--- src/rtl/lrf_pkg.sv ---
// Local range filter package: sizes, register map, queue word layout and
// shared helpers for gray conversion and output position. No dependencies.
`timescale 1ns / 1ps

package lrf_pkg;

  localparam int MAX_RADIUS_DEF = 3;
  localparam int MAX_WIDTH_DEF  = 1024;
  localparam int CFG_RAD_MAX    = 3;

  localparam int RAD_W     = 2;
  localparam int WID_W     = 11;
  localparam int HGT_W     = 13;
  localparam int ROW_W     = 14;
  localparam int POS_W     = 15;
  localparam int COL_MAX_W = 12;
  localparam int SLOT_W    = 3;
  localparam int PIX_W     = 8;
  localparam int QUEUE_DEPTH = 4;

  localparam int APB_AW = 4;
  localparam int APB_DW = 32;

  localparam logic [1:0] REG_RADIUS = 2'd0;
  localparam logic [1:0] REG_WIDTH  = 2'd1;
  localparam logic [1:0] REG_HEIGHT = 2'd2;

  localparam logic [RAD_W-1:0] RADIUS_RST = 2'd1;
  localparam logic [WID_W-1:0] WIDTH_RST  = 11'd640;
  localparam logic [HGT_W-1:0] HEIGHT_RST = 13'd480;

  typedef struct packed {
    logic [PIX_W-1:0]     gray;
    logic                 wr;
    logic                 emit;
    logic                 interior;
    logic                 last;
    logic [COL_MAX_W-1:0] col;
    logic [SLOT_W-1:0]    slot;
    logic [SLOT_W-1:0]    cslot;
  } lrf_item_t;

  typedef struct packed {
    logic             ok;
    logic [POS_W-1:0] qx;
    logic [POS_W-1:0] qy;
  } lrf_qpos_t;

  function automatic logic [PIX_W-1:0] lrf_gray(input logic [PIX_W-1:0] red,
                                                input logic [PIX_W-1:0] green,
                                                input logic [PIX_W-1:0] blue);
    logic [22:0] acc;
    acc = 23'd4899 * 23'(red) + 23'd9617 * 23'(green) + 23'd1868 * 23'(blue) + 23'd8192;
    return acc[21:14];
  endfunction

  // step the position back by radius pixels and radius rows
  function automatic lrf_qpos_t lrf_qpos(input logic [ROW_W-1:0] row,
                                         input logic [COL_MAX_W-1:0] col,
                                         input logic [RAD_W-1:0] rad,
                                         input logic [WID_W-1:0] wid);
    logic [POS_W-1:0] qx;
    logic [POS_W-1:0] qy;
    lrf_qpos_t res;
    qx = POS_W'(col);
    qy = POS_W'(row);
    for (int k = 0; k < CFG_RAD_MAX; k++) begin
      if (k < int'(rad)) begin
        if (qx == '0) begin
          qx = POS_W'(wid) - 1'b1;
          qy = qy - 1'b1;
        end else begin
          qx = qx - 1'b1;
        end
      end
    end
    qy = qy - POS_W'(rad);
    res.ok = !qy[POS_W-1];
    res.qx = qx;
    res.qy = qy;
    return res;
  endfunction

endpackage

--- src/rtl/lrf_fifo.sv ---
// Short queue of classified words between front and back end.
// Depends on lrf_pkg.
`timescale 1ns / 1ps

module lrf_fifo (
  input  logic               clk,
  input  logic               rst_n,
  input  logic               push,
  input  lrf_pkg::lrf_item_t push_item,
  input  logic               pop,
  output lrf_pkg::lrf_item_t head,
  output logic               empty,
  output logic               full
);

  localparam int DEPTH = lrf_pkg::QUEUE_DEPTH;
  localparam int PTR_W = $clog2(DEPTH);
  localparam int CNT_W = $clog2(DEPTH + 1);

  lrf_pkg::lrf_item_t mem_r [DEPTH];
  logic [PTR_W-1:0]   wp_r, rp_r;
  logic [CNT_W-1:0]   cnt_r, cnt_nxt;

  always_ff @(posedge clk) begin
    if (push) begin
      mem_r[wp_r] <= push_item;
    end
  end

  always_ff @(posedge clk) begin
    if (!rst_n) begin
      wp_r  <= '0;
      rp_r  <= '0;
      cnt_r <= '0;
    end else begin
      if (push) wp_r <= (wp_r == PTR_W'(DEPTH - 1)) ? '0 : wp_r + 1'b1;
      if (pop) rp_r <= (rp_r == PTR_W'(DEPTH - 1)) ? '0 : rp_r + 1'b1;
      cnt_r <= cnt_nxt;
    end
  end

  always_comb begin
    cnt_nxt = cnt_r;
    if (push && !pop) cnt_nxt = cnt_r + 1'b1;
    else if (pop && !push) cnt_nxt = cnt_r - 1'b1;
  end

  assign head  = mem_r[rp_r];
  assign empty = (cnt_r == '0);
  assign full  = (cnt_r == CNT_W'(DEPTH));

endmodule

--- config.mk ---
export PLATFORM = sky130hd
export DESIGN_NAME = lrf_fifo
export DESIGN_NICKNAME = d
export VERILOG_FILES = /design/src/rtl/lrf_pkg.sv /design/src/rtl/lrf_fifo.sv
export SDC_FILE = /design/constraint.sdc
export NUM_CORES = 1
export LEC_CHECK = 0
export ABC_AREA = 1
export BUFFER_PORTS_ARGS = -buffer_cell sky130_fd_sc_hd__buf_4
export CAP_MARGIN = 30
export CORE_AREA = 2 2 144 146
export DETAILED_ROUTE_END_ITERATION = 7
export DIE_AREA = 0 0 146 148
export PLACE_DENSITY_LB_ADDON = 0.25
export RECOVER_POWER = 25
export SETUP_SLACK_MARGIN = 0.05
export SLEW_MARGIN = 20
export SYNTH_ARGS = -nofsm -noshare
export SYNTH_HDL_FRONTEND = slang
export SYNTH_SLANG_ARGS = --single-unit
--- constraint.sdc ---
create_clock -name clk -period 2.9 [get_ports clk]
set_input_delay 0.29 -clock clk [delete_from_list [all_inputs] [get_ports clk]]
set_output_delay 0.29 -clock clk [all_outputs]
set_load 0.05 [all_outputs]
Word level (Yosys, flattened, before mapping) --
Memories as Yosys holds them, arrays and structs flattened. A register that Yosys moved wholly into a read port is not among the register bits. Cells that the tools add are included.
Storage, ports and cells: register bits 7, bits in latches 0, memory bits (writable) 120, ROM bits 0, output and inout port bits 32, word-level logic and storage cells 25, memories 1
Memory list:
- mem_r | depth 4, width 30, read ports 1, clocked after memory_dff 1, write ports 1, RTL line lrf_fifo.sv:20 | lrf_pkg::lrf_item_t mem_r [DEPTH];
Operators by class: add/sub/neg operators 4, $mul 0, divide/modulo/power cells 0, magnitude comparators 0, eq/ne operators 3, shift-type cells 0, muxes and demuxes 8, bitwise operators 0, reduce and logical (&&, ||, !) cells 6
Operators by type and width (number):
- $mux W2 | 4
- $mux W3 | 2
- $add A2 B1 Y2 const B | 2
- $eq A2 B2 Y1 const B | 2
- $add A3 B1 Y3 const B | 1
- $eq A3 B3 Y1 const B | 1
- $logic_not A3 Y1 | 1
- $sub A3 B1 Y3 const B | 1
- $logic_and A1 B1 Y1 | 2
- $logic_not A1 Y1 | 2
- $mux W1 | 2
- $reduce_bool A2 Y1 | 1

Longest topological paths before layout --
depth in word-level cells 4, gate-level depth with buffers 10, gate-level depth less buffers 10

Worst setup path after synthesis --
No wires, ideal clock.
kind reg-to-output, start register with a tool-made name, end output head[0] in the netlist's numbering, arrival 1.432 ns, data required time 2.610 ns, setup slack 1.178 ns, cell stages (with the launch flop) 6, buffers on the path 2, cells stage by stage dfxtp_1 > buf_6 > inv_8 > buf_6 > o21ai_1 > o22ai_1
RTL lines:
- end: declaration | RTL line lrf_fifo.sv:11 | output lrf_pkg::lrf_item_t head,

==> metrics <==
status=finished clean; number of port buffers=65; Pleak=2.15 nW; synthesis-stage register bit count=129; DR iter-0 viols=146; CTS H-tree lvls=4; wire length per cell=15.7 um; crit path launch type=flip-flop; mux cell area share after synthesis=0; Pwr Total=4.97 mW; RSZ-0062 raised after global routing=false; vias in the first global route=3047; peak fanout along the critical path=19; DRC=0; worst relative slew slack=0.422; first-pass GRT wire length=16.8 mm; gpl congestion=0.668; # hold bufs at CTS=0; CTS Buffer Depth=2; synth warn=0; required time worst endpoint=2.61 ns; core area=20000 um^2; Synth Area in XOR/XNOR=0.00177; gr ovfl total=0; Post-Syn Area=4950 um^2; dpl hpwl=6.39 mm; DRT Pass-1 Iters=4; GRT Overall Usage=0.107; Syn Nets=391; Antenna diodes=0; Clock Root Buffer=clkbuf_16; clk_lat worst skew=0.42 ns; commonest cells after routing, fill and taps aside=120 x edfxtp_1, 68 x nor2_1, 50 x buf_4; post-synth cell types=19; post-cts resize count=0; TNS Setup=0 ns; Syn-to-layout area delta=24.7%; Routed Wire Length=11.1 mm; TritonCTS clock tree=yes; Via Count=2941; Rows=52; starting density of the core=0.247; Worst Clk Skew=0.0103 ns; Final Hold Vio Count=0; maximum VDD drop=0.330 mV; HP Class=primary input to flip-flop; worst slew pin tran=0.865 ns; CTS sink cnt=129; number of max-cap violations=0; crit path kind=flip-flop to primary output; Post-CTS Setup Bufs=0; Cells after Synth=350; fin crit period=2.45 ns; largest net degree at the start of global routing=61; Arr. time, crit path=2.16 ns; complex-gate fraction of the synthesized area=0.105; die extent in y=148 um; DR vias/cell=4.18; fin. max-slew vios=0; post-synthesis sequential area ratio=0.764; final layout net count=461; die extent in x=146 um; Final ANT Viol Nets=0; io pins=66; initial antenna violation count=0; final number of setup-violating endpoints=0; CP Capture Type=primary output; largest family of logic cells by synthesized area=compound AO/OA/AOI/OAI gates; syn avg cell area=14.2 um^2; leading cell type in the layout, fill and taps excluded=edfxtp_1; Inserted Clock Buffers=17; final worst path period share=0.845; die area=21600 um^2; fmax=408 MHz; Synth Area in Simple Gates=0.0639; share of cells above drive strength 1=0.189; Pwr per Cell Area=805 nW/um^2; Worst-path clk slew=0.05 ns; Adder-Cell Fraction of Synth Area=0.0192
[worst max-delay path, cell delays in order (launching register included)]
cell	delay [ns]
dfxtp_1	0.30
inv_1	0.63
buf_4	0.30
o21ai_1	0.08
o22ai_1	0.19
buf_4	0.24
[final cells by class]
cell class	count	area, um^2
flip-flops and latches	129	3780
multi-input cells	186	938
inverters	16	67.6
clock buffers	19	433
clock inverters	13	168
well taps	270	338
repair buffers	70	450
fillers	2043	13900
[path summary, 6_finish.rpt]
check                      from           end  slack, ns  depth (start not counted)
setup / recovery      flip-flop      head[18]       0.45                          5
setup reg to reg        wp_r[0]  mem_r[3][10]       1.25                          3
hold / removal    push_item[14]  mem_r[2][14]       0.07                          1
hold reg to reg         wp_r[1]       wp_r[1]       0.53                          2
[metrics by stage]
step | area [um^2] | std cells | setup WS, ns | util | hold slack, ns
finish | 6180 | 703 | 0.450 | 0.308 | 0.0739
global placement | 5650 | 671 | 0.854 | 0.282 | 0.491
CTS | 6250 | 703 | 0.396 | 0.312 | 0.0538
floorplan | 4950 | 350 | 1.18 | - | 0.389
detailed placement | 5650 | 671 | 0.851 | 0.282 | 0.493
global route | 6180 | 703 | 0.300 | 0.308 | 0.0667
[routing by layer]
layer / track usage / wire length [um]
met5: 0 / 0
met4: 0.0451 / 138
met3: 0.0401 / 553
met2: 0.187 / 5730
met1: 0.117 / 4640
[logic make-up (layout without fill, tap and decap cells)]
logic type                 Yosys count  after routing
adders and majority gates            7              7
buffers and inverters               35            118
DFF                                129            129
and+or+nand+nor                     82             82
xor gates and xnor gates             1              1
AOI/OAI and AO/OA                   96             96
[synthesized netlist by cell type]
cell type / n / share of area
edfxtp_1: 120 / 0.73
nor2_1: 68 / 0.052
o21ai_0: 33 / 0.033
o21ai_1: 30 / 0.030
o22ai_1: 30 / 0.038
inv_1: 15 / 0.011
buf_6: 10 / 0.023
dfxtp_1: 9 / 0.036
nand2_1: 8 / 0.0061
buf_2: 6 / 0.0061
ha_1: 6 / 0.015
nor3_1: 4 / 0.0040
a21oi_1: 3 / 0.0030
buf_4: 3 / 0.0045
fa_1: 1 / 0.0040
inv_8: 1 / 0.0023
nand3_1: 1 / 0.0010
nand4_1: 1 / 0.0013
xor2_1: 1 / 0.0018
[registers in the layout, indices dropped and copies added (netlist names), named ones only]
signal and cells:
cnt_r 3, mem_r 120, rp_r 2, wp_r 2
[power by group]
group          switching, mW  internal (mW)  leakage, nW
clock network          0.732           1.42        0.283
registers             0.0376           2.13         1.18
logic                  0.477          0.182        0.687
total                   1.25           3.73         2.15
Note: power is estimated with default switching activity, not from simulation.
