`src/rtl/lrf_pkg.sv`:
```
// Local range filter package: sizes, register map, queue word layout and
// shared helpers for gray conversion and output position. No dependencies.
`timescale 1ns / 1ps

package lrf_pkg;

  localparam int MAX_RADIUS_DEF = 3;
  localparam int MAX_WIDTH_DEF  = 1024;
  localparam int CFG_RAD_MAX    = 3;

  localparam int RAD_W     = 2;
  localparam int WID_W     = 11;
  localparam int HGT_W     = 13;
  localparam int ROW_W     = 14;
  localparam int POS_W     = 15;
  localparam int COL_MAX_W = 12;
  localparam int SLOT_W    = 3;
  localparam int PIX_W     = 8;
  localparam int QUEUE_DEPTH = 4;

  localparam int APB_AW = 4;
  localparam int APB_DW = 32;

  localparam logic [1:0] REG_RADIUS = 2'd0;
  localparam logic [1:0] REG_WIDTH  = 2'd1;
  localparam logic [1:0] REG_HEIGHT = 2'd2;

  localparam logic [RAD_W-1:0] RADIUS_RST = 2'd1;
  localparam logic [WID_W-1:0] WIDTH_RST  = 11'd640;
  localparam logic [HGT_W-1:0] HEIGHT_RST = 13'd480;

  typedef struct packed {
    logic [PIX_W-1:0]     gray;
    logic                 wr;
    logic                 emit;
    logic                 interior;
    logic                 last;
    logic [COL_MAX_W-1:0] col;
    logic [SLOT_W-1:0]    slot;
    logic [SLOT_W-1:0]    cslot;
  } lrf_item_t;

  typedef struct packed {
    logic             ok;
    logic [POS_W-1:0] qx;
    logic [POS_W-1:0] qy;
  } lrf_qpos_t;

  function automatic logic [PIX_W-1:0] lrf_gray(input logic [PIX_W-1:0] red,
                                                input logic [PIX_W-1:0] green,
                                                input logic [PIX_W-1:0] blue);
    logic [22:0] acc;
    acc = 23'd4899 * 23'(red) + 23'd9617 * 23'(green) + 23'd1868 * 23'(blue) + 23'd8192;
    return acc[21:14];
  endfunction

  // step the position back by radius pixels and radius rows
  function automatic lrf_qpos_t lrf_qpos(input logic [ROW_W-1:0] row,
                                         input logic [COL_MAX_W-1:0] col,
                                         input logic [RAD_W-1:0] rad,
                                         input logic [WID_W-1:0] wid);
    logic [POS_W-1:0] qx;
    logic [POS_W-1:0] qy;
    lrf_qpos_t res;
    qx = POS_W'(col);
    qy = POS_W'(row);
    for (int k = 0; k < CFG_RAD_MAX; k++) begin
      if (k < int'(rad)) begin
        if (qx == '0) begin
          qx = POS_W'(wid) - 1'b1;
          qy = qy - 1'b1;
        end else begin
          qx = qx - 1'b1;
        end
      end
    end
    qy = qy - POS_W'(rad);
    res.ok = !qy[POS_W-1];
    res.qx = qx;
    res.qy = qy;
    return res;
  endfunction

endpackage

```
`src/rtl/lrf_front.sv`:
```
// Front end: tracks the stream position, converts to gray and classifies
// each word (store write, result, interior, last). Depends on lrf_pkg.
`timescale 1ns / 1ps

module lrf_front (
  input  logic                              clk,
  input  logic                              rst_n,
  input  logic                              accept,
  input  logic [lrf_pkg::PIX_W-1:0]         red,
  input  logic [lrf_pkg::PIX_W-1:0]         green,
  input  logic [lrf_pkg::PIX_W-1:0]         blue,
  input  logic [lrf_pkg::RAD_W-1:0]         rad,
  input  logic [lrf_pkg::WID_W-1:0]         wid,
  input  logic [lrf_pkg::HGT_W-1:0]         hgt,
  output lrf_pkg::lrf_item_t                item
);

  localparam int POS_W  = lrf_pkg::POS_W;
  localparam int SLOT_W = lrf_pkg::SLOT_W;

  logic [lrf_pkg::ROW_W-1:0]     row_r, row_nxt, row_cur;
  logic [lrf_pkg::COL_MAX_W-1:0] col_r, col_nxt, col_cur;
  logic [SLOT_W-1:0]             slot_r, slot_nxt, slot_cur;
  lrf_pkg::lrf_qpos_t            q_raw, q_zero, q;
  logic                          restart;
  logic [POS_W-1:0]              r_ext, w_ext, h_ext, col_inc;
  logic [SLOT_W-1:0]             two_r, r_s;

  always_ff @(posedge clk) begin
    if (!rst_n) begin
      row_r  <= '0;
      col_r  <= '0;
      slot_r <= '0;
    end else if (accept) begin
      row_r  <= row_nxt;
      col_r  <= col_nxt;
      slot_r <= slot_nxt;
    end
  end

  always_comb begin
    r_ext   = POS_W'(rad);
    w_ext   = POS_W'(wid);
    h_ext   = POS_W'(hgt);
    two_r   = SLOT_W'({rad, 1'b0});
    r_s     = SLOT_W'(rad);
    q_raw   = lrf_pkg::lrf_qpos(row_r, col_r, rad, wid);
    q_zero  = lrf_pkg::lrf_qpos('0, '0, rad, wid);
    restart = (POS_W'(col_r) >= w_ext) || (q_raw.ok && q_raw.qy >= h_ext);
    q        = restart ? q_zero : q_raw;
    row_cur  = restart ? '0 : row_r;
    col_cur  = restart ? '0 : col_r;
    slot_cur = restart ? '0 : slot_r;

    item.gray     = lrf_pkg::lrf_gray(red, green, blue);
    item.wr       = POS_W'(row_cur) < h_ext;
    item.emit     = q.ok;
    item.interior = q.ok && (q.qy >= r_ext) && (q.qy + r_ext < h_ext) &&
                    (q.qx >= r_ext) && (q.qx + r_ext < w_ext);
    item.last     = q.ok && (q.qy == h_ext - 1'b1) && (q.qx == w_ext - 1'b1);
    item.col      = col_cur;
    item.slot     = slot_cur;
    item.cslot    = (slot_cur >= r_s) ? slot_cur - r_s : slot_cur + r_s + 1'b1;

    col_inc  = POS_W'(col_cur) + 1'b1;
    row_nxt  = row_cur;
    col_nxt  = col_cur + 1'b1;
    slot_nxt = slot_cur;
    if (item.emit && item.last) begin
      row_nxt  = '0;
      col_nxt  = '0;
      slot_nxt = '0;
    end else if (col_inc == w_ext) begin
      row_nxt  = row_cur + 1'b1;
      col_nxt  = '0;
      slot_nxt = (slot_cur == two_r) ? '0 : slot_cur + 1'b1;
    end
  end

endmodule

```
`config.mk`:
```
export PLATFORM = sky130hd
export DESIGN_NAME = lrf_front
export DESIGN_NICKNAME = d
export VERILOG_FILES = /design/src/rtl/lrf_pkg.sv /design/src/rtl/lrf_front.sv
export SDC_FILE = /design/constraint.sdc
export NUM_CORES = 1
export LEC_CHECK = 0
export BUFFER_PORTS_ARGS = -buffer_cell sky130_fd_sc_hd__buf_4
export CORE_MARGIN = 2
export CORE_UTILIZATION = 45
export CTS_CLUSTER_SIZE = 40
export DETAILED_ROUTE_END_ITERATION = 10
export PLACE_DENSITY_LB_ADDON = 0.2
export SYNTH_ARGS = -nofsm -noshare
export SYNTH_HDL_FRONTEND = slang
export SYNTH_SLANG_ARGS = --single-unit
```
`constraint.sdc`:
```
create_clock -name clk -period 19.55 [get_ports clk]
set_input_delay 2.9325 -clock clk [delete_from_list [all_inputs] [get_ports clk]]
set_output_delay 2.9325 -clock clk [all_outputs]
set_load 0.01 [all_outputs]
```
After elaboration in Yosys (flattened, before gate mapping)
Index checks and enable logic that the tools add are counted.
Cells by class
  add/sub/neg operators: 26
  multiply operators: 3
  divide/modulo/power cells: 0
  order comparisons: 11
  equal/unequal tests: 4
  shift-type cells: 0
  muxes and demuxes: 34
  bitwise operators: 0
  reduce and logical (&&, ||, !) cells: 16
Operator list (number)
  $mux W15: 22
  $sub A15 B1 Y15 const B: 8
  $logic_not A15 Y1: 4
  $mux W14: 3
  $mux W12: 3
  $mux W31: 1
  $add A15 B2 Y15: 2
  $eq A15 B15 Y1: 2
  $ge A15 B2 Y1: 2
  $sub A15 B2 Y15: 2
  $add A21 B22 Y22: 1
  $add A22 B14 Y22 const B: 1
  $add A22 B19 Y22: 1
  $mul A14 B8 Y22 const A: 1
  $mul A13 B8 Y21 const A: 1
  $mul A9 B8 Y17 const A: 1
  $ge A15 B13 Y1: 1
  $lt A15 B11 Y1: 1
  $lt A15 B13 Y1: 1
  $mux W3: 5
  $sub A14 B1 Y15 const B: 1
  $add A14 B1 Y14 const B: 1
  $lt A14 B13 Y1: 1
  $sub A13 B1 Y14 const B: 1
  17 further kinds: 27
Storage, ports and cells
  bits in registers: 29
  latch bits: 0
  RAM bits: 0
  bits in read-only memories: 0
  input port bits: 53
  output and inout bits: 30
  memories kept: 0

Depth between registers and ports, before layout
  depth in word-level cells: 19
  depth in mapped cells: 71
  gate-level depth less buffers: 65

Worst setup path after synthesis
Ideal clock, no wire load.
  path kind: in2out
  start point: input port wid[0] (netlist bit)
  end point: output port item[19] (netlist bit)
  arrival time: 14.902 ns
  path slack: 1.715 ns
  cell stages on the path: 64
  buffers on the path: 6
  cells stage by stage: clkbuf_1 > inv_1 > ha_1 > nor3b_1 > a41o_1 > o21ai_0 > inv_1 > ha_1 > and2_1 > and3_1 > clkbuf_1 > nand2_1 > mux2i_1 > a21oi_1 > ha_1 > and3_1 > nor3b_1 > a32oi_1 > [... 28 more ...] > inv_1 > fa_1 > xnor2_1 > ha_1 > a21boi_0 > o21ai_0 > nand2b_1 > a21oi_1 > nor2b_1 > o21ai_0 > nand2b_1 > a21oi_1 > nor2b_1 > o21ai_0 > nand2b_1 > a211oi_1 > nand4_1 > a2111oi_2
RTL lines
  from (decl): line lrf_front.sv:13  | input logic [lrf_pkg::WID_W-1:0] wid,
  to (decl): line lrf_front.sv:15  | output lrf_pkg::lrf_item_t item

==> run_results.csv <==
group,metric,value,unit
outcome,status,"finished clean",
clock_tree,root_buffer,"clkbuf_16",
synth,synth_area_leaders,"ha_1, fa_1, inv_1, xnor2_1, dfxtp_1",
synth,yosys.area.top_type_share,18.77,%
detailed_routing,drc,0,
hold_path,hp-class,"reg -> reg",
sta,finalSetupViolCount,0,
worst_setup_path,critPathMaxStageDelay,440,ps
detailed_routing,via_count,15640,
floorplan,die_h,189.8,um
worst_setup_path,reg2reg_depth,55,
sta,whs,516.2,ps
hold_path,whs_path_depth,2,
clock_tree,cts_buffer_depth,2,
layout,nFillCells,3486,
hold_path,worstHoldStart,"slot_r[2]",
synth,yosysWarnings,0,
layout,syn_to_final_growth,7.662,%
synth,synth.avg_cell_area,7.502,um^2
sta,finalHoldViolCount,0,
detailed_routing,vias_per_cell,6.113,
pwr,finalPower,1.920,mW
worst_setup_path,crit_slowest_cell,"fa_1",
synth,synthTopCellsByCount,"inv_1, ha_1, nor2_1",
clock_tree,htreeDepth,2,
layout,seqCellArea,580.6,um^2
floorplan,io_pins,83,
sta,finalCriticalPeriod,18470,ps
sta,fin_skew,6.411,ps
worst_setup_path,r2r_slack,5860,ps
sta,tightestPinTransition,1026,ps
sta,maxSlewHeadroom,31.11,%
synth,synth_most_common_cell,"inv_1",
sta,clock.fmax,0.05415,GHz
worst_setup_path,cp_max_fo,19,
floorplan,rows,68,
worst_setup_path,cp.arrival,15540,ps
worst_setup_path,cp_data_required_time,16620,ps
synth,synth_ff_type,"dfxtp_1",
pwr,max-vdd-ir-drop,0.6870,mV
detailed_routing,antenna_left,0,
synth,synth_top_cell_by_area,"ha_1",
hold_path,hold_end,"slot_r[2]",
worst_setup_path,crit_type,"in -> out",
global_route,antenna_found_initial,0,
layout,n_antenna_cell,0,
global_route,grt-ovfl-total,0,
global_route,grt_pass1_wl,84260,um
layout,multiInputGateArea,13490,um^2
pwr,cellLeakagePower,7.916,nW
sta,drv_slew,0,
synth,synth-edff-count,0,
synth,ys_seq_area_share,3.738,%
placement,routabilityCongestion,0.9714,
detailed_routing,drt-total-wl,53580,um
detailed_routing,routedWlPerCell,20.94,um
floorplan,die_x,189.8,um
synth,synth.distinct_cells,118,
worst_setup_path,end_kind,"output pin",
floorplan,core_area,34290,um^2
clock_tree,clock_latency,290,ps
clock_tree,cts_tree,"built",
synth,postSynthCellCount,2070,
placement,io_buffers,81,
synth,synth_seq_cells,29,
clock_tree,cts_buffers,5,
detailed_routing,drt_pass1_iterations,5,
floorplan,dieArea,36010,um^2
floorplan,initial_core_util,45.29,%
global_route,grt_max_degree,49,
synth,syn_area,15530,um^2
sta,finalSetupTns,0,ps
synth,synth_nets,2448,
worst_setup_path,worstReg2RegEnd,"col_r[8]",
clock_tree,clkSlewWorstSetupHoldPaths,50,ps
worst_setup_path,worstSetupStartpointType,"input pin",
layout,drive_above_1_share,9.791,%
global_route,grtUsageTotal,29.64,%
placement,place_hpwl,44010,um
sta,fin_crit_sh,94.47,%
clock_tree,cts.sinks,29,
synth,synthArstFlopShare,0,%
layout,fin_nets,2481,
run,drv_cap,0,
worst_setup_path,worst_path_most_repeated_cell,"ha_1",
global_route,grt_pass1_vias,15110,
sta,rsz0062_at_grt,"false",
worst_setup_path,timing.rr.start,"col_r[0]",
pwr,power.density,114.8,nW/um^2
detailed_routing,dr.first_iter.drc_count,1153,
==> cells in the final DEF (no fill, tap or decap), drive strengths merged, types with 39 or more instances in the layout <==
cell | Yosys | layout
nand4 | 40 | 40
ha | 233 | 233
buf | 38 | 114
xor2 | 46 | 46
inv | 287 | 287
nand3 | 69 | 69
a21o | 39 | 39
a21oi | 115 | 115
fa | 92 | 92
xnor2 | 99 | 99
o21ai | 95 | 95
nor3 | 56 | 56
nor2 | 143 | 143
nand2 | 144 | 144
==> what timing repair did <==
item	in CTS	in global routing
endpoints found under the setup margin	0	1
endpoints found under the hold margin	0	0
hold buffers	0	0
buffers inserted	0	6
gates resized for setup	0	9
==> registers in the layout (all words and copies together) (netlist names) <==
name / cells
col_r: 12
slot_r: 3
row_r: 14
==> layout make-up <==
cell class | count | area share [%]
clock buffer | 6 | 0.7708
clock inverter | 2 | 0.05987
inverter | 290 | 6.510
multi-input combinational | 1663 | 80.66
sequential | 29 | 3.472
tap | 455 | 3.405
timing repair buffer | 114 | 5.119
==> worst max path at each step <==
stage / from / endpoint / slack, ps
final: wid[0] / item[19] / 1080
after global routing: wid[0] / item[19] / 90
after CTS: wid[0] / item[19] / 610
after detailed placement: wid[0] / item[19] / 620
after global placement: wid[0] / item[19] / 1180
after floorplan: wid[0] / item[19] / 1720
==> worst max-delay path: cells and delay by family <==
kind	cells	cell delay (ps)
compound gates	24	4510
xor+xnor	2	440
fa+ha+maj	8	2350
buf+inv	9	1520
mux	4	950
simple gates	16	2770
==> logic make-up after synthesis <==
family	Yosys count	synth area share (%)
mux	31	2.071
simple gates	686	24.44
flops	29	3.738
fa+ha+maj	325	30.63
other cells	1	0.02415
xor+xnor	145	8.444
compound gates	475	20.91
buf+inv	378	9.749
==> through the flow <==
stage               utilization [%]  std cells  setup WS (ps)  cell area [um^2]
floorplan                         -       2070           1715             15530
global placement              48.08       2545           1176             16490
detailed placement            48.08       2545          619.5             16490
CTS                           48.49       2553          612.6             16630
global route                  48.76       2559          90.02             16720
finish                        48.76       2559           1082             16720
==> metal layers <==
layer  wire length, um  part of all wire, %  vias up  global-route usage [%]
li1                  -                    -     7410                       -
met3              3239                  6.0      144                   2.380
met1             21940                   41     7473                   36.56
met2             26170                   49      617                   53.21
met5                 0                    0        -                       0
met4              2236                  4.2        0                   12.16
==> power by group <==
part	leakage (nW)	internal, mW	switching (mW)
clock	0.0706	0.0467	0.0302
combinational	7.61	0.802	0.980
sequential	0.234	0.0595	0.00194
total	7.92	0.908	1.01
Power figures use the tool's default switching activity.
